`src/rtl/signed_binary_to_decimal_ascii_top_defines.svh`:
```
// Assertion macros shared by the converter modules.
`ifndef SIGNED_BINARY_TO_DECIMAL_ASCII_TOP_DEFINES_SVH
`define SIGNED_BINARY_TO_DECIMAL_ASCII_TOP_DEFINES_SVH

// Same-cycle implication, disabled while reset is active.
`define SBDA_ASSERT_NOW(lbl, clk, rstn, ante, cons, msg) \
    lbl: assert property (@(posedge clk) disable iff (!rstn) (ante) |-> (cons)) \
        else $error(msg);

// Next-cycle implication, disabled while reset is active.
`define SBDA_ASSERT_NEXT(lbl, clk, rstn, ante, cons, msg) \
    lbl: assert property (@(posedge clk) disable iff (!rstn) (ante) |=> (cons)) \
        else $error(msg);

`endif

```
`src/rtl/sbda_pkg.sv`:
```
// Package with the shared types and constants of the decimal text converter.
`timescale 1ns / 1ps
package sbda_pkg;

    localparam int DEFAULT_VALUE_BITS = 64;
    localparam int IN_WIDTH = 64;
    localparam int CHAR_WIDTH = 7;

    localparam logic [CHAR_WIDTH-1:0] CHAR_ZERO  = 7'd48;
    localparam logic [CHAR_WIDTH-1:0] CHAR_MINUS = 7'd45;

    // Controller states.
    typedef enum logic [2:0] {
        ST_IDLE,
        ST_CONV,
        ST_SKIP,
        ST_SIGN,
        ST_DIGITS
    } state_t;

    // Commands from the controller to the datapath.
    typedef struct packed {
        logic load;
        logic conv_step;
        logic skip_shift;
        logic emit_shift;
        logic emit_sign;
    } cmd_t;

    // Status from the datapath to the controller.
    typedef struct packed {
        logic bits_last;
        logic top_zero;
        logic dig_one;
        logic neg;
    } sts_t;

endpackage

```
`src/rtl/signed_binary_to_decimal_ascii_top.sv`:
```
// After the accepting edge the datapath runs the shift-add-3 conversion over all VALUE_BITS
// bits, then drops leading zero digits and decides on the sign before the first character is offered.
// Dropped zeros and emitted digits always total NDIG, with a minus sign before negative values;
// a new item is accepted only after the final character of the last one is taken, and a low
// m_ready holds the character output.
// Reset (aresetn low, synchronous) returns the controller to idle and drops any item.
`timescale 1ns / 1ps
module signed_binary_to_decimal_ascii_top
    import sbda_pkg::*;
#(
    parameter int VALUE_BITS = DEFAULT_VALUE_BITS
) (
    input  logic                  aclk,
    input  logic                  aresetn,
    input  logic                  s_valid,
    output logic                  s_ready,
    input  logic [IN_WIDTH-1:0]   s_value,
    output logic                  m_valid,
    input  logic                  m_ready,
    output logic [CHAR_WIDTH-1:0] m_text_char,
    output logic                  m_last_char
);

    cmd_t cmd;
    sts_t sts;

    // Sequencer for one transaction at a time.
    sbda_ctrl u_ctrl (
        .aclk    (aclk),
        .aresetn (aresetn),
        .s_valid (s_valid),
        .s_ready (s_ready),
        .m_valid (m_valid),
        .m_ready (m_ready),
        .sts     (sts),
        .cmd     (cmd)
    );

    // Conversion datapath.
    sbda_dp #(
        .VALUE_BITS (VALUE_BITS)
    ) u_dp (
        .aclk      (aclk),
        .aresetn   (aresetn),
        .in_value  (s_value),
        .cmd       (cmd),
        .sts       (sts),
        .text_char (m_text_char),
        .last_char (m_last_char)
    );

endmodule

```
`src/rtl/sbda_dp.sv`:
```
// Datapath: magnitude, bit-serial shift-add-3 BCD conversion and character output.
`timescale 1ns / 1ps
`include "signed_binary_to_decimal_ascii_top_defines.svh"
module sbda_dp
    import sbda_pkg::*;
#(
    parameter int VALUE_BITS = DEFAULT_VALUE_BITS
) (
    input  logic                  aclk,
    input  logic                  aresetn,
    input  logic [IN_WIDTH-1:0]   in_value,
    input  cmd_t                  cmd,
    output sts_t                  sts,
    output logic [CHAR_WIDTH-1:0] text_char,
    output logic                  last_char
);

    // Enough BCD digits for any VALUE_BITS-bit magnitude (log10(2) ~ 1233/4096).
    localparam int NDIG      = ((VALUE_BITS * 1233) >> 12) + 1;
    localparam int BCD_W     = NDIG * 4;
    localparam int BIT_CNT_W = $clog2(VALUE_BITS + 1);
    localparam int DIG_CNT_W = $clog2(NDIG + 1);

    logic [VALUE_BITS-1:0] mag_reg, mag_next;
    logic [BCD_W-1:0]      bcd_reg, bcd_next;
    logic                  neg_reg, neg_next;
    logic [BIT_CNT_W-1:0]  bit_cnt_reg, bit_cnt_next;
    logic [DIG_CNT_W-1:0]  dig_cnt_reg, dig_cnt_next;

    logic [VALUE_BITS-1:0] raw;
    logic [BCD_W-1:0]      bcd_adj;
    logic [3:0]            top_digit;

    assign raw       = in_value[VALUE_BITS-1:0];
    assign top_digit = bcd_reg[BCD_W-1 -: 4];

    // Add 3 to every BCD digit of 5 or more before the shift.
    always_comb begin
        for (int d = 0; d < NDIG; d++) begin
            if (bcd_reg[4*d +: 4] >= 4'd5) begin
                bcd_adj[4*d +: 4] = bcd_reg[4*d +: 4] + 4'd3;
            end else begin
                bcd_adj[4*d +: 4] = bcd_reg[4*d +: 4];
            end
        end
    end

    // Next-state logic for the datapath registers.
    always_comb begin
        mag_next     = mag_reg;
        bcd_next     = bcd_reg;
        neg_next     = neg_reg;
        bit_cnt_next = bit_cnt_reg;
        dig_cnt_next = dig_cnt_reg;
        if (cmd.load) begin
            neg_next     = raw[VALUE_BITS-1];
            mag_next     = raw[VALUE_BITS-1] ? (~raw + 1'b1) : raw;
            bcd_next     = '0;
            bit_cnt_next = BIT_CNT_W'(VALUE_BITS);
            dig_cnt_next = DIG_CNT_W'(NDIG);
        end else if (cmd.conv_step) begin
            bcd_next     = {bcd_adj[BCD_W-2:0], mag_reg[VALUE_BITS-1]};
            mag_next     = mag_reg << 1;
            bit_cnt_next = bit_cnt_reg - 1'b1;
        end else if (cmd.skip_shift || cmd.emit_shift) begin
            bcd_next     = bcd_reg << 4;
            dig_cnt_next = dig_cnt_reg - 1'b1;
        end
    end

    // Counters are reset; the payload registers are not.
    always_ff @(posedge aclk) begin
        if (!aresetn) begin
            bit_cnt_reg <= '0;
            dig_cnt_reg <= '0;
        end else begin
            bit_cnt_reg <= bit_cnt_next;
            dig_cnt_reg <= dig_cnt_next;
        end
    end

    always_ff @(posedge aclk) begin
        mag_reg <= mag_next;
        bcd_reg <= bcd_next;
        neg_reg <= neg_next;
    end

    // Status toward the controller.
    assign sts.bits_last = (bit_cnt_reg == BIT_CNT_W'(1));
    assign sts.top_zero  = (top_digit == 4'd0);
    assign sts.dig_one   = (dig_cnt_reg == DIG_CNT_W'(1));
    assign sts.neg       = neg_reg;

    // Output character: the sign, or the leading BCD digit as ASCII.
    assign text_char = cmd.emit_sign ? CHAR_MINUS : (CHAR_ZERO + {3'b000, top_digit});
    assign last_char = !cmd.emit_sign && sts.dig_one;

    `SBDA_ASSERT_NOW(a_digit_is_decimal, aclk, aresetn, cmd.emit_shift, top_digit <= 4'd9, "BCD digit out of range on emit")
    `SBDA_ASSERT_NOW(a_skip_keeps_one, aclk, aresetn, cmd.skip_shift, !sts.dig_one && sts.top_zero, "Zero skip would drop the final digit")
    `SBDA_ASSERT_NEXT(a_load_counts, aclk, aresetn, cmd.load, dig_cnt_reg == DIG_CNT_W'(NDIG) && bit_cnt_reg == BIT_CNT_W'(VALUE_BITS), "Counters not initialized on load")

endmodule

```
`src/rtl/sbda_ctrl.sv`:
```
// Controller state machine sequencing conversion, zero skip and character output.
`timescale 1ns / 1ps
`include "signed_binary_to_decimal_ascii_top_defines.svh"
module sbda_ctrl
    import sbda_pkg::*;
(
    input  logic aclk,
    input  logic aresetn,
    input  logic s_valid,
    output logic s_ready,
    output logic m_valid,
    input  logic m_ready,
    input  sts_t sts,
    output cmd_t cmd
);

    state_t state_reg, state_next;

    // State register.
    always_ff @(posedge aclk) begin
        if (!aresetn) begin
            state_reg <= ST_IDLE;
        end else begin
            state_reg <= state_next;
        end
    end

    // Next state and command decode.
    always_comb begin
        state_next = state_reg;
        cmd        = '0;
        s_ready    = 1'b0;
        m_valid    = 1'b0;
        unique case (state_reg)
            ST_IDLE: begin
                s_ready = 1'b1;
                if (s_valid) begin
                    cmd.load   = 1'b1;
                    state_next = ST_CONV;
                end
            end
            ST_CONV: begin
                cmd.conv_step = 1'b1;
                if (sts.bits_last) begin
                    state_next = ST_SKIP;
                end
            end
            ST_SKIP: begin
                if (sts.top_zero && !sts.dig_one) begin
                    cmd.skip_shift = 1'b1;
                end else if (sts.neg) begin
                    state_next = ST_SIGN;
                end else begin
                    state_next = ST_DIGITS;
                end
            end
            ST_SIGN: begin
                m_valid       = 1'b1;
                cmd.emit_sign = 1'b1;
                if (m_ready) begin
                    state_next = ST_DIGITS;
                end
            end
            ST_DIGITS: begin
                m_valid = 1'b1;
                if (m_ready) begin
                    cmd.emit_shift = 1'b1;
                    if (sts.dig_one) begin
                        state_next = ST_IDLE;
                    end
                end
            end
            default: begin
                state_next = ST_IDLE;
            end
        endcase
    end

    `SBDA_ASSERT_NOW(a_one_side_active, aclk, aresetn, s_ready, !m_valid, "Input and output active together")
    `SBDA_ASSERT_NEXT(a_accept_starts_conv, aclk, aresetn, s_valid && s_ready, state_reg == ST_CONV, "Accepted transaction did not start conversion")
    `SBDA_ASSERT_NEXT(a_last_returns_idle, aclk, aresetn, m_valid && m_ready && !cmd.emit_sign && sts.dig_one, state_reg == ST_IDLE, "Final character did not end the item")

endmodule
```
`config.mk`:
```
export PLATFORM = sky130hd
export DESIGN_NAME = signed_binary_to_decimal_ascii_top
export DESIGN_NICKNAME = d
export VERILOG_FILES = /design/src/rtl/sbda_pkg.sv /design/src/rtl/signed_binary_to_decimal_ascii_top.sv /design/src/rtl/sbda_dp.sv /design/src/rtl/sbda_ctrl.sv
export VERILOG_INCLUDE_DIRS = /design/src /design/src/rtl
export SDC_FILE = /design/constraint.sdc
export NUM_CORES = 1
export LEC_CHECK = 0
export BUFFER_PORTS_ARGS = -buffer_cell sky130_fd_sc_hd__buf_2
export CAP_MARGIN = 20
export CORE_MARGIN = 4
export CORE_UTILIZATION = 54
export CTS_BUF_LIST = sky130_fd_sc_hd__clkbuf_16
export CTS_CLUSTER_SIZE = 30
export DETAILED_ROUTE_END_ITERATION = 10
export GPL_ROUTABILITY_DRIVEN = 0
export PLACE_DENSITY_LB_ADDON = 0.2
export SETUP_SLACK_MARGIN = 0.2
export SLEW_MARGIN = 20
export SYNTH_ARGS = -nofsm -noshare
export SYNTH_HDL_FRONTEND = slang
export SYNTH_SLANG_ARGS = --single-unit
```
`constraint.sdc`:
```
create_clock -name aclk -period 3.3 [get_ports aclk]
set_clock_uncertainty 0.1 [all_clocks]
set_input_delay 0.66 -clock aclk [delete_from_list [all_inputs] [get_ports aclk]]
set_output_delay 0.66 -clock aclk [all_outputs]
set_load 0.01 [all_outputs]
```
==> flow_summary.json, run 1 <==
{
  "status": "complete, no violations",
  "syn_area_per_cell_um2": 8.44,
  "critPathMaxFanout": 7,
  "cts_hold_buf": 0,
  "root_buffer": "clkbuf_16",
  "timing.final.crit_period_ns": 2.79,
  "hold_violations": 0,
  "synth_ff_type": "dfxtp_1",
  "fillers": 1502,
  "layout_commonest_cell": "o21ai_0",
  "cts_setup_buffers": 0,
  "path_buf_inv": 2,
  "required_ns": 3.36,
  "synth_enable_flop_cells": 65,
  "yosysUniqueCellTypes": 52,
  "critical_path_arrival_ns": 2.86,
  "power_mw": 7.26,
  "start_util_pct": 55.8,
  "grt_pass1_wl_um": 36900,
  "grt-ovfl-total": 0,
  "final_cell_mix": "o21ai_0 (133), nand2_1 (131), nor2_1 (105), dfxtp_1 (95), a21oi_1 (88)",
  "die_w_um": 142,
  "routedWlPerCell_um": 15.0,
  "cts_sinks": 160,
  "maxSlewHeadroom_pct": 49.3,
  "area_delta_synth_final_pct": 12.2,
  "n_antenna_cell": 0,
  "ctsResizeCount": 0,
  "synthCells": 1155,
  "layout.cells.non_filler": 1438,
  "p_leak_nw": 3.93,
  "grt_pass1_vias": 7829,
  "die_area_mm2": 0.0203,
  "netlist_area_mm2": 0.00975,
  "rsz0062_at_grt": "no",
  "tightest_slew_ns": 0.760,
  "first_iter_violations": 556,
  "crit_chain": "buf_2, inv_1, ha_1, or3b_2, nor3_1, nand4_1, o41ai_1, xor2_1, o21ai_0",
  "cpMaxStageDelayCell": "or3b_2",
  "clockBufferDepth": 2,
  "seq_area_frac_synth_pct": 39.5,
  "hpwl_um": 14400,
  "crit_path_end_kind": "flop",
  "postLayoutCellArea_mm2": 0.0109,
  "setup_tns_ns": 0,
  "nets": 1314,
  "grt_start_max_net_pins": 128,
  "viasPerCell": 5.92,
  "numPortBuffers": 75,
  "syn_nets": 1269,
  "setup_viol": 0,
  "htree_levels": 4,
  "totalWireLength_um": 21600,
  "drtPass1Iterations": 5,
  "largest_register_ffs": 80,
  "ys_top_cells_by_area": "edfxtp_1 (20%), dfxtp_1 (20%), o21ai_0 (6.8%), ha_1 (5.9%), xor2_1 (5.6%)",
  "holdCritPathClass": "flop to flop",
  "synth-async-reset-ratio_pct": 0,
  "drc": 0,
  "start_kind": "primary input",
  "die_y_um": 142,
  "path_clk_slew_ns": 0.06,
  "drtAntennaViolNets": 0,
  "fmax_ghz": 0.358,
  "placed_area_mm2": 0.0103,
  "power_density_mw_per_mm2": 664,
  "maxCapViolations": 0,
  "antenna_found_initial": 0,
  "synth_top_area_share_pct": 20.0,
  "cp_top_family": "simple AND/OR/NAND/NOR gates",
  "synth-seq-cells": 160,
  "rows": 48,
  "slowest_delay_ns": 0.53,
  "core_mm2": 0.0175,
  "seq_area_mm2": 0.00385,
  "ys_warn_count": 0,
  "clk_latency_ns": 0.43,
  "period_share_pct": 84.6,
  "grt_usage_pct": 21.7,
  "multi_input_area_mm2": 0.00544,
  "ios": 78,
  "placed_cells": 1406,
  "report.final.slew_viol_count": 0,
  "ir_drop_v": 0.000453,
  "cts_tree": "built",
  "drive_above_1_share_pct": 12.0,
  "numCtsBuffers": 17,
  "crit_type": "primary input to flop",
  "vias": 8508,
  "yosysTopAreaCell": "edfxtp_1"
}
layer usage:
metal	wire [µm]	GRT usage, %
met3	1020	4.17
met1	9860	28.5
met2	10300	35.9
met5	0	0
met4	392	7.55
Yosys cell counts (16+ instances only):
master	instances
a21oi_1	89
a221oi_1	37
a22oi_1	19
a32oi_1	20
clkbuf_1	54
dfxtp_1	95
edfxtp_1	65
ha_1	46
inv_1	50
nand2_1	133
nand2b_1	23
nor2_1	106
nor3_1	33
nor3b_1	19
o21ai_0	133
or4_1	16
xnor2_1	27
xor2_1	62
path summary, 6_finish.rpt:
check        depth (start not counted)               end           startpoint  slack [ns]
max                                  9  u_dp.mag_reg[62]           s_value[0]        0.51
min                                  2   u_dp.bcd_reg[0]     u_dp.mag_reg[63]        0.38
max reg2reg                          7  u_dp.bcd_reg[56]  u_ctrl.state_reg[1]        0.74
min reg2reg                          2   u_dp.bcd_reg[0]     u_dp.mag_reg[63]        0.38
area by class of cell:
cell class              count  share of cell area [%]
repair buffers             97                    5.29
flip-flops and latches    160                    35.2
multi-input cells         873                    49.8
clock inverters            12                   0.812
inverters                  51                    1.75
clock buffers              20                    4.58
well taps                 225                    2.57
through the flow:
stage / util [%] / worst slack [ns] / hold WS (ns)
2_1_floorplan: - / 0.448 / 0.350
3_3_place_gp: 59.2 / 0.203 / 0.360
3_5_place_dp: 59.2 / 0.118 / 0.368
4_1_cts: 62.6 / 0.543 / 0.383
5_1_grt: 62.6 / 0.304 / 0.422
6_report: 62.6 / 0.509 / 0.379
logic make-up (layout without fill, tap and decap cells):
group / Yosys count / count (layout) / synth area share (%)
AND/OR/NAND/NOR: 384 / 384 / 19.1
AO/OA/AOI/OAI: 351 / 351 / 22.3
flip-flops: 160 / 160 / 39.5
buffers and inverters: 122 / 180 / 5.01
XOR/XNOR: 89 / 89 / 8.00
adder cells (fa/ha/maj): 46 / 46 / 5.90
other: 2 / 2 / 0.0770
multiplexers: 1 / 1 / 0.103
worst reg2reg max path, cell delays in order, from the launching register on:
cell and delay (ns):
dfxtp_1 0.48, nor2b_1 0.35, nand4_1 0.23, a21oi_4 0.51
nor2_4 0.05, buf_4 0.27, a221oi_1 0.35, nor2_1 0.08
report_power, final:
part,switching (mW),total (mW),internal [mW]
clock,0.783,1.94,1.16
sequential,0.210,3.04,2.83
combinational,1.63,2.28,0.644
Power figures use the tool's default switching activity.
==> run 2, diff against run 1 <==
clock period = 2.5 ns   (was 3.3 ns; I/O delays follow)
==> run 2 against run 1 <==
Compared with the run above:
- clock power is 26% higher
- global-route usage up 0.93 points
- critical path depth is the same
- utilization rose by 7.7 points
- wire length up 10%
- power is 35% higher
- final cell count up 6.7%
- sequential power up 32%
==> flow_summary.json, run 2 (synthesized netlist as in run 1, its figures left out) <==
{
  "status": "complete, no violations",
  "final_cell_mix": "nand2_1 (129), o21ai_0 (115), buf_4 (105), nor2_1 (102), dfxtp_1 (91)",
  "drtPass1Iterations": 5,
  "seq_area_mm2": 0.00386,
  "period_share_pct": 98.8,
  "grt-ovfl-total": 0,
  "drc": 0,
  "root_buffer": "clkbuf_16",
  "seqPwrFrac_pct": 40.9,
  "setup_viol": 0,
  "maxCapViolations": 0,
  "maxSlewHeadroom_pct": 51.7,
  "ios": 78,
  "area_delta_synth_final_pct": 26.0,
  "tightest_slew_ns": 0.724,
  "viasPerCell": 5.80,
  "power_density_mw_per_mm2": 795,
  "path_clk_slew_ns": 0.07,
  "swShare_pct": 36.8,
  "place_ws_ns": -0.341,
  "n_antenna_cell": 0,
  "nets": 1411,
  "critical_path_arrival_ns": 2.53,
  "drive_above_1_share_pct": 23.7,
  "fmax_ghz": 0.405,
  "layout_commonest_cell": "nand2_1",
  "hpwl_um": 15300,
  "clockBufferDepth": 2,
  "routedWlPerCell_um": 15.5,
  "report.final.slew_viol_count": 0,
  "die_y_um": 142,
  "cts_tree": "built",
  "die_w_um": 142,
  "p_switching_mw": 3.59,
  "start_util_pct": 55.8,
  "critPathMaxFanout": 3,
  "rsz0062_at_grt": "yes",
  "totalWireLength_um": 23700,
  "cts_sinks": 160,
  "required_ns": 2.56,
  "grt_usage_pct": 22.6,
  "setup_ws_ns": 0.0297,
  "htree_levels": 4,
  "core_mm2": 0.0175,
  "use_met1_pct": 30.7,
  "die_area_mm2": 0.0203,
  "p_comb_share_pct": 34.0,
  "fillers": 1300,
  "start_kind": "primary input",
  "drtAntennaViolNets": 0,
  "grt_util_met2_pct": 36.7,
  "clkPwrFrac_pct": 25.0,
  "holdCritPathClass": "primary input to flop",
  "first_iter_violations": 630,
  "rows": 48,
  "grt_pass1_wl_um": 38700,
  "timing.final.crit_period_ns": 2.47,
  "p_leak_nw": 4.62,
  "crit_type": "primary input to flop",
  "setup_tns_ns": 0,
  "busiest_layer": "met2",
  "grt_start_max_net_pins": 82,
  "crit_path_end_kind": "flop",
  "hold_violations": 0,
  "largest_register_ffs": 80,
  "grtUsageMet3_pct": 4.50,
  "grt_pass1_vias": 8295,
  "clk_latency_ns": 0.43,
  "p_int_mw": 6.17,
  "antenna_found_initial": 0,
  "numPortBuffers": 75,
  "multi_input_area_mm2": 0.00598,
  "ir_drop_v": 0.000818,
  "vias": 8901,
  "numCtsBuffers": 17
}
[run 2: changes by cell type in the layout (fill, tap and decap cells not counted), sizes merged]
cell / previous run / this run
nand4: 6 / 7
inv: 57 / 55
clkinv: 2 / 8
buf: 97 / 193
clkinvlp: 3 / 1
clkbuf: 20 / 18
[run 2: per-stage QoR]
step / std cells / cell area (µm²) / util [%] / hold slack, ns / power, mW
floorplan: 1155 / 10000 / - / 0.350 / 6.18
global placement: 1492 / 11200 / 64.3 / 0.363 / 7.20
detailed placement: 1492 / 11200 / 64.3 / 0.371 / 7.26
CTS: 1531 / 12000 / 68.4 / 0.260 / 9.74
global route: 1535 / 12300 / 70.3 / 0.269 / 10.4
finish: 1535 / 12300 / 70.3 / 0.270 / 9.76
[run 2: worst paths after layout]
check	slack, ns	cells past startpoint	start	endpoint
max	0.03	9	s_value[42]	u_dp.mag_reg[62]
min reg2reg	0.38	2	u_dp.bit_cnt_reg[2]	u_dp.bit_cnt_reg[2]
max reg2reg	0.34	8	u_dp.dig_cnt_reg[1]	u_dp.bcd_reg[20]
min	0.27	2	aresetn	u_ctrl.state_reg[1]
[run 2: area by class of cell]
| type | instances | share of cell area [%] |
|---|---|---|
| Multi-Input combinational cell | 874 | 48.7 |
| Sequential cell | 160 | 31.4 |
| Timing Repair Buffer | 193 | 11.4 |
| Clock buffer | 18 | 3.67 |
| Tap cell | 225 | 2.29 |
| Inverter | 51 | 1.72 |
| Clock inverter | 14 | 0.784 |
[run 2: repair_timing]
action,4_1_cts,5_1_grt
pin swaps,12,15
setup endpoints to repair,36,53
setup buffers,6,4
hold buffers,0,0
cloned,1,0
resized for setup,25,54
[run 2: metal layers]
layer	vias up	wire [µm]
met5	-	0
met3	29	834
met1	4265	11000
met4	0	299
met2	156	11600
li1	4451	-
[run 2: power by group through the flow]
| stage | combinational, mW | sequential, mW | clock [mW] |
|---|---|---|---|
| 2_1_floorplan | 2.23 | 3.95 | 0 |
| 3_3_place_gp | 3.19 | 4.01 | 0 |
| 3_5_place_dp | 3.22 | 4.04 | 0 |
| 4_1_cts | 3.26 | 3.99 | 2.49 |
| 5_1_grt | 3.69 | 4.07 | 2.60 |
| 6_report | 3.32 | 4.00 | 2.45 |
[run 2: critical path, stage by stage]
cell,delay [ns]
buf_2,0.10
or4_4,0.53
buf_4,0.17
nor4_2,0.21
buf_4,0.18
nand4_1,0.21
o41ai_2,0.30
xor2_1,0.22
o21ai_1,0.09
